## src/rtl/sptk_pkg.sv

```systemverilog
// Shared types, sizes and codes for the sustain pedal key tracker.
`timescale 1ns / 1ps

package sptk_pkg;

  localparam int NUM_KEYS  = 128;
  localparam int KEY_AW    = $clog2(NUM_KEYS);
  localparam int SWEEP_W   = $clog2(NUM_KEYS + 1);
  localparam int CNT_W     = $clog2(NUM_KEYS + 1);
  localparam int PITCH_W   = 7;
  localparam int VEL_W     = 7;
  localparam int PRESSED_W = 8;

  typedef enum logic [1:0] {
    OP_NOTE       = 2'd0,
    OP_PEDAL      = 2'd1,
    OP_READ       = 2'd2,
    OP_READ_DECAY = 2'd3
  } op_e;

  typedef enum logic [1:0] {
    ST_IDLE,
    ST_EXEC,
    ST_SWEEP,
    ST_FINISH
  } ctrl_state_e;

  typedef struct packed {
    op_e                operation;
    logic [PITCH_W-1:0] pitch;
    logic [VEL_W-1:0]   velocity;
    logic               pedal_down;
    logic               decay_tick;
  } item_t;

  typedef struct packed {
    logic [VEL_W-1:0]     read_velocity;
    logic [PITCH_W-1:0]   low_key;
    logic [PITCH_W-1:0]   last_key;
    logic [PRESSED_W-1:0] pressed_count;
  } result_t;

  typedef struct packed {
    logic load;
    logic sweep_read;
    logic sweep_write;
    logic commit;
  } ctrl_cmd_t;

  typedef struct packed {
    logic needs_sweep;
    logic sweep_done;
    logic out_free;
  } dp_status_t;

endpackage

```

## src/rtl/sptk_ctrl.sv

```systemverilog
// Sequencer for the key tracker: accept, execute, release sweep, commit.
`timescale 1ns / 1ps

module sptk_ctrl import sptk_pkg::*; (
  input  logic       clk_i,
  input  logic       rst_ni,
  input  logic       in_valid_i,
  output logic       in_stall_o,
  input  dp_status_t status_i,
  output ctrl_cmd_t  cmd_o
);

  ctrl_state_e state_q, state_d;

  always_ff @(posedge clk_i or negedge rst_ni) begin
    if (!rst_ni) begin
      state_q <= ST_IDLE;
    end else begin
      state_q <= state_d;
    end
  end

  always_comb begin
    state_d    = state_q;
    cmd_o      = '0;
    in_stall_o = 1'b1;
    case (state_q)
      ST_IDLE: begin
        in_stall_o = 1'b0;
        if (in_valid_i) begin
          cmd_o.load = 1'b1;
          state_d    = ST_EXEC;
        end
      end
      ST_EXEC: begin
        if (status_i.needs_sweep) begin
          cmd_o.sweep_read = 1'b1;
          state_d          = ST_SWEEP;
        end else if (status_i.out_free) begin
          cmd_o.commit = 1'b1;
          state_d      = ST_IDLE;
        end
      end
      ST_SWEEP: begin
        // write back the key read last cycle, fetch the next one
        cmd_o.sweep_write = 1'b1;
        if (!status_i.sweep_done) begin
          cmd_o.sweep_read = 1'b1;
        end else begin
          state_d = ST_FINISH;
        end
      end
      ST_FINISH: begin
        if (status_i.out_free) begin
          cmd_o.commit = 1'b1;
          state_d      = ST_IDLE;
        end
      end
      default: begin
        state_d = ST_IDLE;
      end
    endcase
  end

endmodule

```

## src/rtl/sptk_datapath.sv

```systemverilog
// Key stores, tracking registers, sweep counter and result register.
`timescale 1ns / 1ps

module sptk_datapath import sptk_pkg::*; (
  input  logic       clk_i,
  input  logic       rst_ni,
  input  item_t      in_item_i,
  input  ctrl_cmd_t  cmd_i,
  output dp_status_t status_o,
  input  logic       out_stall_i,
  output logic       out_valid_o,
  output result_t    out_item_o
);

  logic [VEL_W-1:0] raw_mem  [NUM_KEYS];
  logic [VEL_W-1:0] sus_mem  [NUM_KEYS];
  logic [VEL_W-1:0] disp_mem [NUM_KEYS];
  logic [NUM_KEYS-1:0] valid_q;

  item_t              item_q;
  logic [KEY_AW-1:0]  rd_idx_q;
  logic [VEL_W-1:0]   raw_rd_q, sus_rd_q, disp_rd_q, sus_bass_q;
  logic               valid_rd_q, valid_bass_q;
  logic [SWEEP_W-1:0] sweep_idx_q;

  logic               held_q, held_d;
  logic [PITCH_W-1:0] lowest_note_q, lowest_note_d;
  logic [PITCH_W-1:0] recent_key_q, recent_key_d;
  logic [CNT_W-1:0]   count_q, count_d;
  logic               out_valid_q;
  result_t            out_item_q;

  logic               rd_en;
  logic [KEY_AW-1:0]  rd_addr, key_idx, bass_idx, wr_addr;
  logic               raw_we, sus_we, disp_we, set_valid;
  logic [VEL_W-1:0]   sus_wd, disp_wd;
  logic               pitch_ok, lowest_ok, bass_silent;
  logic [VEL_W-1:0]   sus_old, disp_old, sus_new, disp_new, rd_vel;
  logic [PRESSED_W-1:0] pressed;

  assign rd_en    = cmd_i.load | cmd_i.sweep_read;
  assign rd_addr  = cmd_i.sweep_read ? sweep_idx_q[KEY_AW-1:0] : KEY_AW'(in_item_i.pitch);
  assign key_idx  = KEY_AW'(item_q.pitch);
  assign bass_idx = KEY_AW'(lowest_note_q);

  // Stores: one write port each, registered reads
  always_ff @(posedge clk_i) begin
    if (raw_we) begin
      raw_mem[wr_addr] <= item_q.velocity;
    end
    if (rd_en) begin
      raw_rd_q <= raw_mem[rd_addr];
    end
  end

  always_ff @(posedge clk_i) begin
    if (sus_we) begin
      sus_mem[wr_addr] <= sus_wd;
    end
    if (rd_en) begin
      sus_rd_q <= sus_mem[rd_addr];
    end
    if (cmd_i.load) begin
      sus_bass_q <= sus_mem[bass_idx];
    end
  end

  always_ff @(posedge clk_i) begin
    if (disp_we) begin
      disp_mem[wr_addr] <= disp_wd;
    end
    if (rd_en) begin
      disp_rd_q <= disp_mem[rd_addr];
    end
  end

  // Payload latches
  always_ff @(posedge clk_i) begin
    if (cmd_i.load) begin
      item_q       <= in_item_i;
      valid_bass_q <= valid_q[bass_idx];
    end
    if (rd_en) begin
      rd_idx_q   <= rd_addr;
      valid_rd_q <= valid_q[rd_addr];
    end
  end

  assign pitch_ok  = int'(item_q.pitch) < NUM_KEYS;
  assign lowest_ok = int'(lowest_note_q) < NUM_KEYS;
  assign sus_old   = valid_rd_q ? sus_rd_q : '0;
  assign disp_old  = valid_rd_q ? disp_rd_q : '0;
  assign sus_new   = (held_q && (item_q.velocity == '0)) ? sus_old : item_q.velocity;
  assign disp_new  = (item_q.decay_tick && (disp_old != '0)) ? disp_old - VEL_W'(1) : disp_old;

  // Bass silent? When the key being written is the bass key, its new sustained value decides, else its stored one
  always_comb begin
    if (!lowest_ok) begin
      bass_silent = 1'b1;
    end else if (lowest_note_q == item_q.pitch) begin
      bass_silent = (sus_new == '0);
    end else begin
      bass_silent = !(valid_bass_q && (sus_bass_q != '0));
    end
  end

  always_comb begin
    raw_we        = 1'b0;
    sus_we        = 1'b0;
    disp_we       = 1'b0;
    set_valid     = 1'b0;
    wr_addr       = key_idx;
    sus_wd        = sus_new;
    disp_wd       = sus_new;
    count_d       = count_q;
    lowest_note_d = lowest_note_q;
    recent_key_d  = recent_key_q;
    held_d        = held_q;
    rd_vel        = '0;
    if (cmd_i.sweep_write) begin
      wr_addr = rd_idx_q;
      // drop sustain on keys that are no longer held down
      if (valid_rd_q && (raw_rd_q == '0)) begin
        sus_we  = 1'b1;
        disp_we = 1'b1;
        sus_wd  = '0;
        disp_wd = '0;
        if (sus_rd_q != '0) begin
          count_d = count_q - CNT_W'(1);
        end
      end
    end
    if (cmd_i.commit) begin
      case (item_q.operation)
        OP_NOTE: begin
          if (pitch_ok) begin
            raw_we    = 1'b1;
            sus_we    = 1'b1;
            disp_we   = 1'b1;
            set_valid = 1'b1;
            count_d   = count_q + CNT_W'(sus_new != '0) - CNT_W'(sus_old != '0);
            if ((sus_new != '0) && (bass_silent || (item_q.pitch < lowest_note_q))) begin
              lowest_note_d = item_q.pitch;
            end
            recent_key_d = item_q.pitch;
          end
        end
        OP_PEDAL: begin
          held_d = item_q.pedal_down;
        end
        OP_READ: begin
          if (pitch_ok) begin
            rd_vel = sus_old;
          end
        end
        OP_READ_DECAY: begin
          if (pitch_ok) begin
            rd_vel = disp_new;
            if (valid_rd_q) begin
              disp_we = 1'b1;
              disp_wd = disp_new;
            end
          end
        end
        default: begin
          rd_vel = '0;
        end
      endcase
    end
  end

  assign pressed = (int'(count_d) > int'({PRESSED_W{1'b1}})) ? {PRESSED_W{1'b1}}
                                                              : PRESSED_W'(count_d);

  always_ff @(posedge clk_i or negedge rst_ni) begin
    if (!rst_ni) begin
      valid_q       <= '0;
      sweep_idx_q   <= '0;
      held_q        <= 1'b0;
      lowest_note_q <= '0;
      recent_key_q  <= '0;
      count_q       <= '0;
      out_valid_q   <= 1'b0;
    end else begin
      if (set_valid) begin
        valid_q[key_idx] <= 1'b1;
      end
      if (cmd_i.load) begin
        sweep_idx_q <= '0;
      end else if (cmd_i.sweep_read) begin
        sweep_idx_q <= sweep_idx_q + SWEEP_W'(1);
      end
      held_q        <= held_d;
      lowest_note_q <= lowest_note_d;
      recent_key_q  <= recent_key_d;
      count_q       <= count_d;
      if (cmd_i.commit) begin
        out_valid_q <= 1'b1;
      end else if (!out_stall_i) begin
        out_valid_q <= 1'b0;
      end
    end
  end

  always_ff @(posedge clk_i) begin
    if (cmd_i.commit) begin
      out_item_q <= '{read_velocity: rd_vel, low_key: lowest_note_d,
                      last_key: recent_key_d, pressed_count: pressed};
    end
  end

  assign status_o.needs_sweep = (item_q.operation == OP_PEDAL) && !item_q.pedal_down && held_q;
  assign status_o.sweep_done  = (sweep_idx_q == SWEEP_W'(NUM_KEYS));
  assign status_o.out_free    = !out_valid_q || !out_stall_i;

  assign out_valid_o = out_valid_q;
  assign out_item_o  = out_item_q;

endmodule

```

## src/rtl/sustain_pedal_key_tracker_unit.sv

```systemverilog
// Top level of the sustain pedal key tracker.
//
//   channel | direction | handshake                | payload
//   --------+-----------+--------------------------+-----------------
//   input   | in        | in_valid_i / in_stall_o  | in_item_i  item_t
//   result  | out       | out_valid_o / out_stall_i| out_item_o result_t
//
// Note events, reads and pedal presses are accepted in the idle state, which
// also reads the key stores; the execute state then updates them and loads
// the result register once free. A pedal release while held adds a sweep of
// all NUM_KEYS keys, one key per cycle through the store read and write ports.
// Reset clears every key at once through per-key valid bits; no clearing pass.
// A stalled result holds in the output register while the next item is taken;
// the block waits only when a new result meets a stalled one in that register.
`timescale 1ns / 1ps

module sustain_pedal_key_tracker_unit import sptk_pkg::*; (
  input  logic    clk_i,
  input  logic    rst_ni,
  input  logic    in_valid_i,
  output logic    in_stall_o,
  input  item_t   in_item_i,
  output logic    out_valid_o,
  input  logic    out_stall_i,
  output result_t out_item_o
);

  ctrl_cmd_t  cmd;
  dp_status_t status;

  sptk_ctrl u_ctrl (
    .clk_i      (clk_i),
    .rst_ni     (rst_ni),
    .in_valid_i (in_valid_i),
    .in_stall_o (in_stall_o),
    .status_i   (status),
    .cmd_o      (cmd)
  );

  sptk_datapath u_datapath (
    .clk_i       (clk_i),
    .rst_ni      (rst_ni),
    .in_item_i   (in_item_i),
    .cmd_i       (cmd),
    .status_o    (status),
    .out_stall_i (out_stall_i),
    .out_valid_o (out_valid_o),
    .out_item_o  (out_item_o)
  );

endmodule

```

## config.mk

```make
export PLATFORM = sky130hd
export DESIGN_NAME = sustain_pedal_key_tracker_unit
export DESIGN_NICKNAME = d
export VERILOG_FILES = /design/src/rtl/sptk_pkg.sv /design/src/rtl/sptk_ctrl.sv /design/src/rtl/sptk_datapath.sv /design/src/rtl/sustain_pedal_key_tracker_unit.sv
export SDC_FILE = /design/constraint.sdc
export NUM_CORES = 2
export LEC_CHECK = 0
export ABC_AREA = 0
export ABC_CLOCK_PERIOD_IN_PS = 17250
export BUFFER_PORTS_ARGS = -buffer_cell sky130_fd_sc_hd__buf_4
export CAP_MARGIN = 15
export CORE_UTILIZATION = 45
export CTS_CLUSTER_SIZE = 20
export DETAILED_ROUTE_END_ITERATION = 10
export PLACE_DENSITY = 0.64
export SETUP_SLACK_MARGIN = 0.05
export SLEW_MARGIN = 20
export SYNTH_ARGS = -nofsm -noshare
export SYNTH_HDL_FRONTEND = slang
export SYNTH_SLANG_ARGS = --single-unit
```

## constraint.sdc

```tcl
create_clock -name clk_i -period 17.25 [get_ports clk_i]
set_clock_uncertainty 0.2 [all_clocks]
set_input_delay 1.725 -clock clk_i [delete_from_list [all_inputs] [get_ports clk_i]]
set_output_delay 1.725 -clock clk_i [all_outputs]
set_load 0.005 [all_outputs]
```

# Yosys cells after proc, flatten, opt, wreduce, memory -nomap -nowiden
# Memories as Yosys holds them, arrays and structs flattened. A register that Yosys moved wholly into a read port is not among the register bits.
# Cells that the tools add are included.
# W data, S select, Z words.
# totals
out_inout_bits	31
ram_bits	2688
memories	3
register_bits	218
# memory_table
name	depth	width	read_ports	rd_clocked_by_memory_dff	write_ports	line_no	source
u_datapath.disp_mem	128	7	1	1	1	sptk_datapath.sv:17	logic [VEL_W-1:0] disp_mem [NUM_KEYS];
u_datapath.raw_mem	128	7	1	1	1	sptk_datapath.sv:15	logic [VEL_W-1:0] raw_mem [NUM_KEYS];
u_datapath.sus_mem	128	7	2	2	1	sptk_datapath.sv:16	logic [VEL_W-1:0] sus_mem [NUM_KEYS];
# classes
bitwise_logic	2
eq_ne	11
add_sub_neg	5
magnitude_cmp	5
reduce_logical	27
n_mux	63
# op_table
op	count
$or A128 B128 Y128	1
$mux W7	16
$mux W8	7
$reduce_bool A7 Y1	5
$mux W1	28
$lt A7 B8 Y1 const B	3
$logic_not A7 Y1	3
$bmux W1 S7	2
$pmux W7 S2	1
$add A8 B1 Y8	1
$add A8 B1 Y8 const B	1
$eq A2 B2 Y1 const B	4
$eq A8 B8 Y1 const B	1
$logic_and A1 B1 Y1	8
$mux W2	4
$pmux W2 S4	1
$sub A8 B1 Y8	1
$sub A8 B1 Y8 const B	1
$demux W1 S7	1
$eq A7 B7 Y1	1
$ge A7 B1 Y1 const B	1
$lt A7 B7 Y1	1
$sub A7 B1 Y7 const B	1
$pmux W1 S2	3
other kinds (9)	17

# Depth between registers and ports, before layout
# logic_depth
ltp_word	10
mapped_depth	17

# Modules after synthesis
# Synthesis repeated with hierarchy kept, for this count alone.
# unflattened
cells_unflattened	8736
hier_area_um2	125974.6
# by_module_without_submodules
module	n_inst	area_per_inst_um2	cells_per_inst
sptk_datapath	1	125723.1	8708
sptk_ctrl	1	251.5	28

# Worst setup path after synthesis
# Ideal clock, no wire load.
# synth_path
path_kind	input -> register
start	in out_stall_i
end	mem u_datapath.disp_mem[0][0], data pin
setup_time_ns	1.197
path_slack_ns	6.895
arrival_ns	8.958
n_path_buf	1
stages	4
t_required_ns	15.853
cell_sequence	a21oi_1 -> nand3_1 -> clkbuf_1 -> o21ai_0
# synth_via
elab_chain_len	6
# synth_rtl
element	line_no	source
start, declared	sustain_pedal_key_tracker_unit.sv:24	input logic out_stall_i,
$logic_not A1 Y1 (*)	-	
$logic_or A1 B1 Y1 (*)	sptk_datapath.sv:214	assign status_o.out_free = !out_valid_q || !out_stall_i;
$mux W1 (*)	sptk_ctrl.sv:39, sptk_ctrl.sv:54	
$mux W1	sptk_ctrl.sv:36	if (status_i.needs_sweep) begin
$pmux W1 S2 (*)	sptk_ctrl.sv:27	case (state_q)
$mux W7 (*)	sptk_datapath.sv:133	if (cmd_i.commit) begin
named net u_datapath.disp_wd[0]	sptk_datapath.sv:36	logic [VEL_W-1:0] sus_wd, disp_wd;
end, declared	sptk_datapath.sv:17	
# Mark *: on every way through the listed nets, which the timed path passes. The rest lies on a longest branch.

# Final worst setup path
# layout_path
start	reg u_datapath.sweep_idx_q[1]
end	reg u_datapath.sus_rd_q[1], read port of u_datapath.sus_mem, data pin
# layout_via
elab_chain_len	4
elab_cells_between_ends	5
classes_between	eq/ne: 1; mux: 3; bitwise: 1
# layout_rtl
element	line_no	source
start, declared	sptk_datapath.sv:24	logic [SWEEP_W-1:0] sweep_idx_q;
start signal, assigned	sptk_datapath.sv:191	sweep_idx_q <= sweep_idx_q + SWEEP_W'(1);
$eq A8 B8 Y1	sptk_datapath.sv:213	assign status_o.sweep_done = (sweep_idx_q == SWEEP_W'(NUM_KEYS));
$mux W1	sptk_ctrl.sv:47	if (!status_i.sweep_done) begin
$pmux W1 S2	sptk_ctrl.sv:27	
$mux W7 or $or A1 B1 Y1 (tied branches)	sptk_datapath.sv:42, sptk_datapath.sv:41	
end, declared	sptk_datapath.sv:22	logic [VEL_W-1:0] raw_rd_q, sus_rd_q, disp_rd_q, sus_bass_q;
# Parallel ways exist; a longest one is shown, timed or not.
# A chain may end at the register's enable or synchronous reset.

==> reports/metrics.yaml <==
remaining_drc_errors: 0
grt_pass1_wl_um: 570000
rsz0062_at_grt: "no"
antenna_found_initial: 28
synth_seq_cells: 2934
start_util: 0.454
crit_start: "u_datapath.sweep_idx_q[1]"
cts_buffer_depth: 4
portBuffers: 52
crit_required_ns: 17.76
hpwlAfterDp_um: 255000
wl_met1_um: 152000
finalMaxSlewViolations: 0
synth_edf_count: 2772
hold_viol: 0
status: "completed"
drt_iter0_markers: 12100
combPwrFrac: 0.229
slowest_delay_ns: 0.87
power_switching_mw: 5.84
instances_no_fill: 12400
min-delay-start: "u_datapath.count_q[7]"
cts_resized: 0
num_rows: 193
worst_slack_ns: 9.89
wl_per_cell_um: 32.5
path_buf_inv: 5
swShare: 0.298
whs_ns: 0.262
postSynthAreaPerCell_sq_um: 14.7
dr_wl_met2_um: 180000
hold_buffers: 0
layout_common_cells: "2772 x edfxtp_1, 1521 x nand2_1, 601 x mux2i_1, 507 x nand3_1, 433 x mux4_2"
worstPathArrival_ns: 7.87
crit_type: "register to register"
cp_max_fo: 103
clock_sinks: 2934
syn-num-nets: 8618
rr_startpoint: "u_datapath.sweep_idx_q[1]"
drive_above_1_share: 0.134
gp_congestion: 0.919
pre_cts_ws_ns: 9.63
grt_pass1_vias: 76500
vias: 80500
synthCells: 8560
synth_warnings: 0
overflow: 0
grt_start_max_net_pins: 133
timing.fmax_mhz: 136
post_cts_buffers: 0
die_w_um: 531
finalCritPeriodShare: 0.427
cts_max_level: 5
cp-end-kind: "register"
period_minus_slack_ns: 7.36
vdd_drop_max_uv: 126
path_common_cell: "buf_4"
cts_made_buffers: 320
area_growth_pct: 11.3
setup_viol: 0
synth_cell_type_count: 67
finalWirelength_um: 405000
crit_chain: "inv_1 -> ha_1 -> or4b_4 -> o21ai_1 -> a21bo_2 -> mux2i_4 -> buf_4 -> buf_12 -> buf_4 -> buf_4 -> o221ai_1 -> a31oi_1 -> nor2_1 -> o21ai_0 -> and4bb_1"
synth_ff_type: "edfxtp_1"
hp-class: "register to register"
track_usage: 0.283
syn_area_sq_mm: 0.126
final_nets: 8563
io_pins: 53
slowest_stage: "o21ai_0"
clock_latency_ns: 0.98
wl_met3_um: 47800
tns_ns: 0
top_layer_used: "met5"
critPathLaunchType: "register"
die_h_um: 531
clkSlewWorstSetupHoldPaths_ns: 0.06
p_int_mw: 13.8
cts_tree: "done"
root_buffer: "clkbuf_16"
drt_first_pass_iters: 8
routed_via_density: 6.46
final_common_cell: "edfxtp_1"
die_area_sq_mm: 0.282
slew_headroom: 0.159
cp_top_family: "buffers and inverters"
fp.coreArea_sq_mm: 0.277
p_leak_nw: 46.7
max_cap_violations: 0
power.density_mw_per_mm2: 140
dp_cells: 11900
power.clock.fraction: 0.338
async_reset_ff_frac: 0.0552
ant_nets: 0
pwr-share-seq: 0.433
synth-seq-area-share: 0.693
worst-slew-pin-transition_ns: 1.26
metrics by stage:
| step | cell area, sq um | power [mW] | utilization |
|---|---|---|---|
| after floorplan | 126000 | 11.5 | - |
| after global placement | 130000 | 13.0 | 0.468 |
| after detailed placement | 130000 | 13.0 | 0.469 |
| after CTS | 140000 | 19.6 | 0.505 |
| after global routing | 140000 | 20.1 | 0.505 |
| final | 140000 | 19.6 | 0.505 |
logic make-up (layout without fill, tap and decap cells):
group | after synthesis | after routing | share of synthesized area
and+or+nand+nor | 2748 | 2748 | 0.0915
adders and majority gates | 36 | 36 | 0.00364
muxes | 1052 | 1052 | 0.127
DFF | 2934 | 2934 | 0.693
other | 0 | 9 | 0
xor gates and xnor gates | 24 | 24 | 0.00167
AOI/OAI and AO/OA | 1137 | 1137 | 0.0605
buffers and inverters | 629 | 802 | 0.0229
routing by layer:
| layer | vias to the layer above | GRT usage |
|---|---|---|
| li1 | 32900 | - |
| met1 | 40900 | 0.382 |
| met2 | 5577 | 0.424 |
| met3 | 997 | 0.0676 |
| met4 | 32 | 0.155 |
| met5 | - | 0 |
synth_stat cells (7+ instances only):
cell         n  area, sq um
a41o_1      30          300
o221ai_1   265         2320
xor2_1      10         87.6
a31oi_1     67          419
buf_6       11          124
nor2_1     474         1780
nor3_1      88          440
mux2_2       8         90.1
a41oi_1     15          131
xnor2_1     14          123
a211oi_1    11         82.6
edfxtp_1  2772        83200
buf_2      156          781
o21ai_0     75          375
mux4_2     433         9750
ha_1        35          438
o21bai_1    45          338
a21o_1      89          668
inv_1       36          135
and3_1      13         81.3
dfrtp_1    162         4050
nor4_1      54          338
or4_1        8         60.1
o22ai_1     31          194
a32oi_1      7         61.3
a21oi_1    429         2150
buf_1       86          323
o211ai_1    40          300
nand4_1     35          219
buf_4       65          488
nand2_1   1524         5720
clkbuf_1   270         1010
nand3_1    507         2540
mux2i_1    610         6110
nand2b_1    12         75.1
power by group through the flow:
stage / logic (mW) / clock network [mW] / registers [mW]
detailed placement: 4.42 / 0 / 8.62
finish: 4.50 / 6.62 / 8.48
global route: 4.71 / 6.93 / 8.49
global placement: 4.36 / 0 / 8.61
floorplan: 2.95 / 0 / 8.59
CTS: 4.43 / 6.65 / 8.47
registers in the layout, indices dropped and copies added, names as in the netlist, 2 cells and up:
signal                   count
u_ctrl.state_q               2
u_datapath.bass_idx          7
u_datapath.count_q           8
u_datapath.disp_mem        896
u_datapath.disp_rd_q         7
u_datapath.item_q           11
u_datapath.key_idx           7
u_datapath.out_item_o       29
u_datapath.raw_mem         896
u_datapath.raw_rd_q          7
u_datapath.rd_idx_q          7
u_datapath.recent_key_q      7
u_datapath.sus_bass_q        7
u_datapath.sus_mem         896
u_datapath.sus_rd_q          7
u_datapath.sweep_idx_q       8
u_datapath.valid_q         128
area by class of cell:
type / instances / area, sq um
fillers: 22700 / 137000
flip-flops and latches: 2934 / 87300
clock inverters: 154 / 1390
inverters: 41 / 176
clock buffers: 396 / 8540
well taps: 3705 / 4640
repair buffers: 211 / 1800
multi-input cells: 4997 / 36300
diodes: 9 / 22.5
worst paths after layout:
path | endpoint | slack, ns | cells after the start
worst max-delay path | u_datapath.sus_rd_q[1] | 9.89 | 15
worst min-delay path | u_datapath.count_q[7] | 0.26 | 1
worst max register to register | u_datapath.sus_rd_q[1] | 9.89 | 15
worst min register to register | u_datapath.count_q[7] | 0.26 | 1
max in group asynchronous | u_datapath.bass_idx[0] | 14.94 | 2
min in group asynchronous | u_datapath.count_q[1] | 0.61 | 1
(Power assumes the default switching activity.)
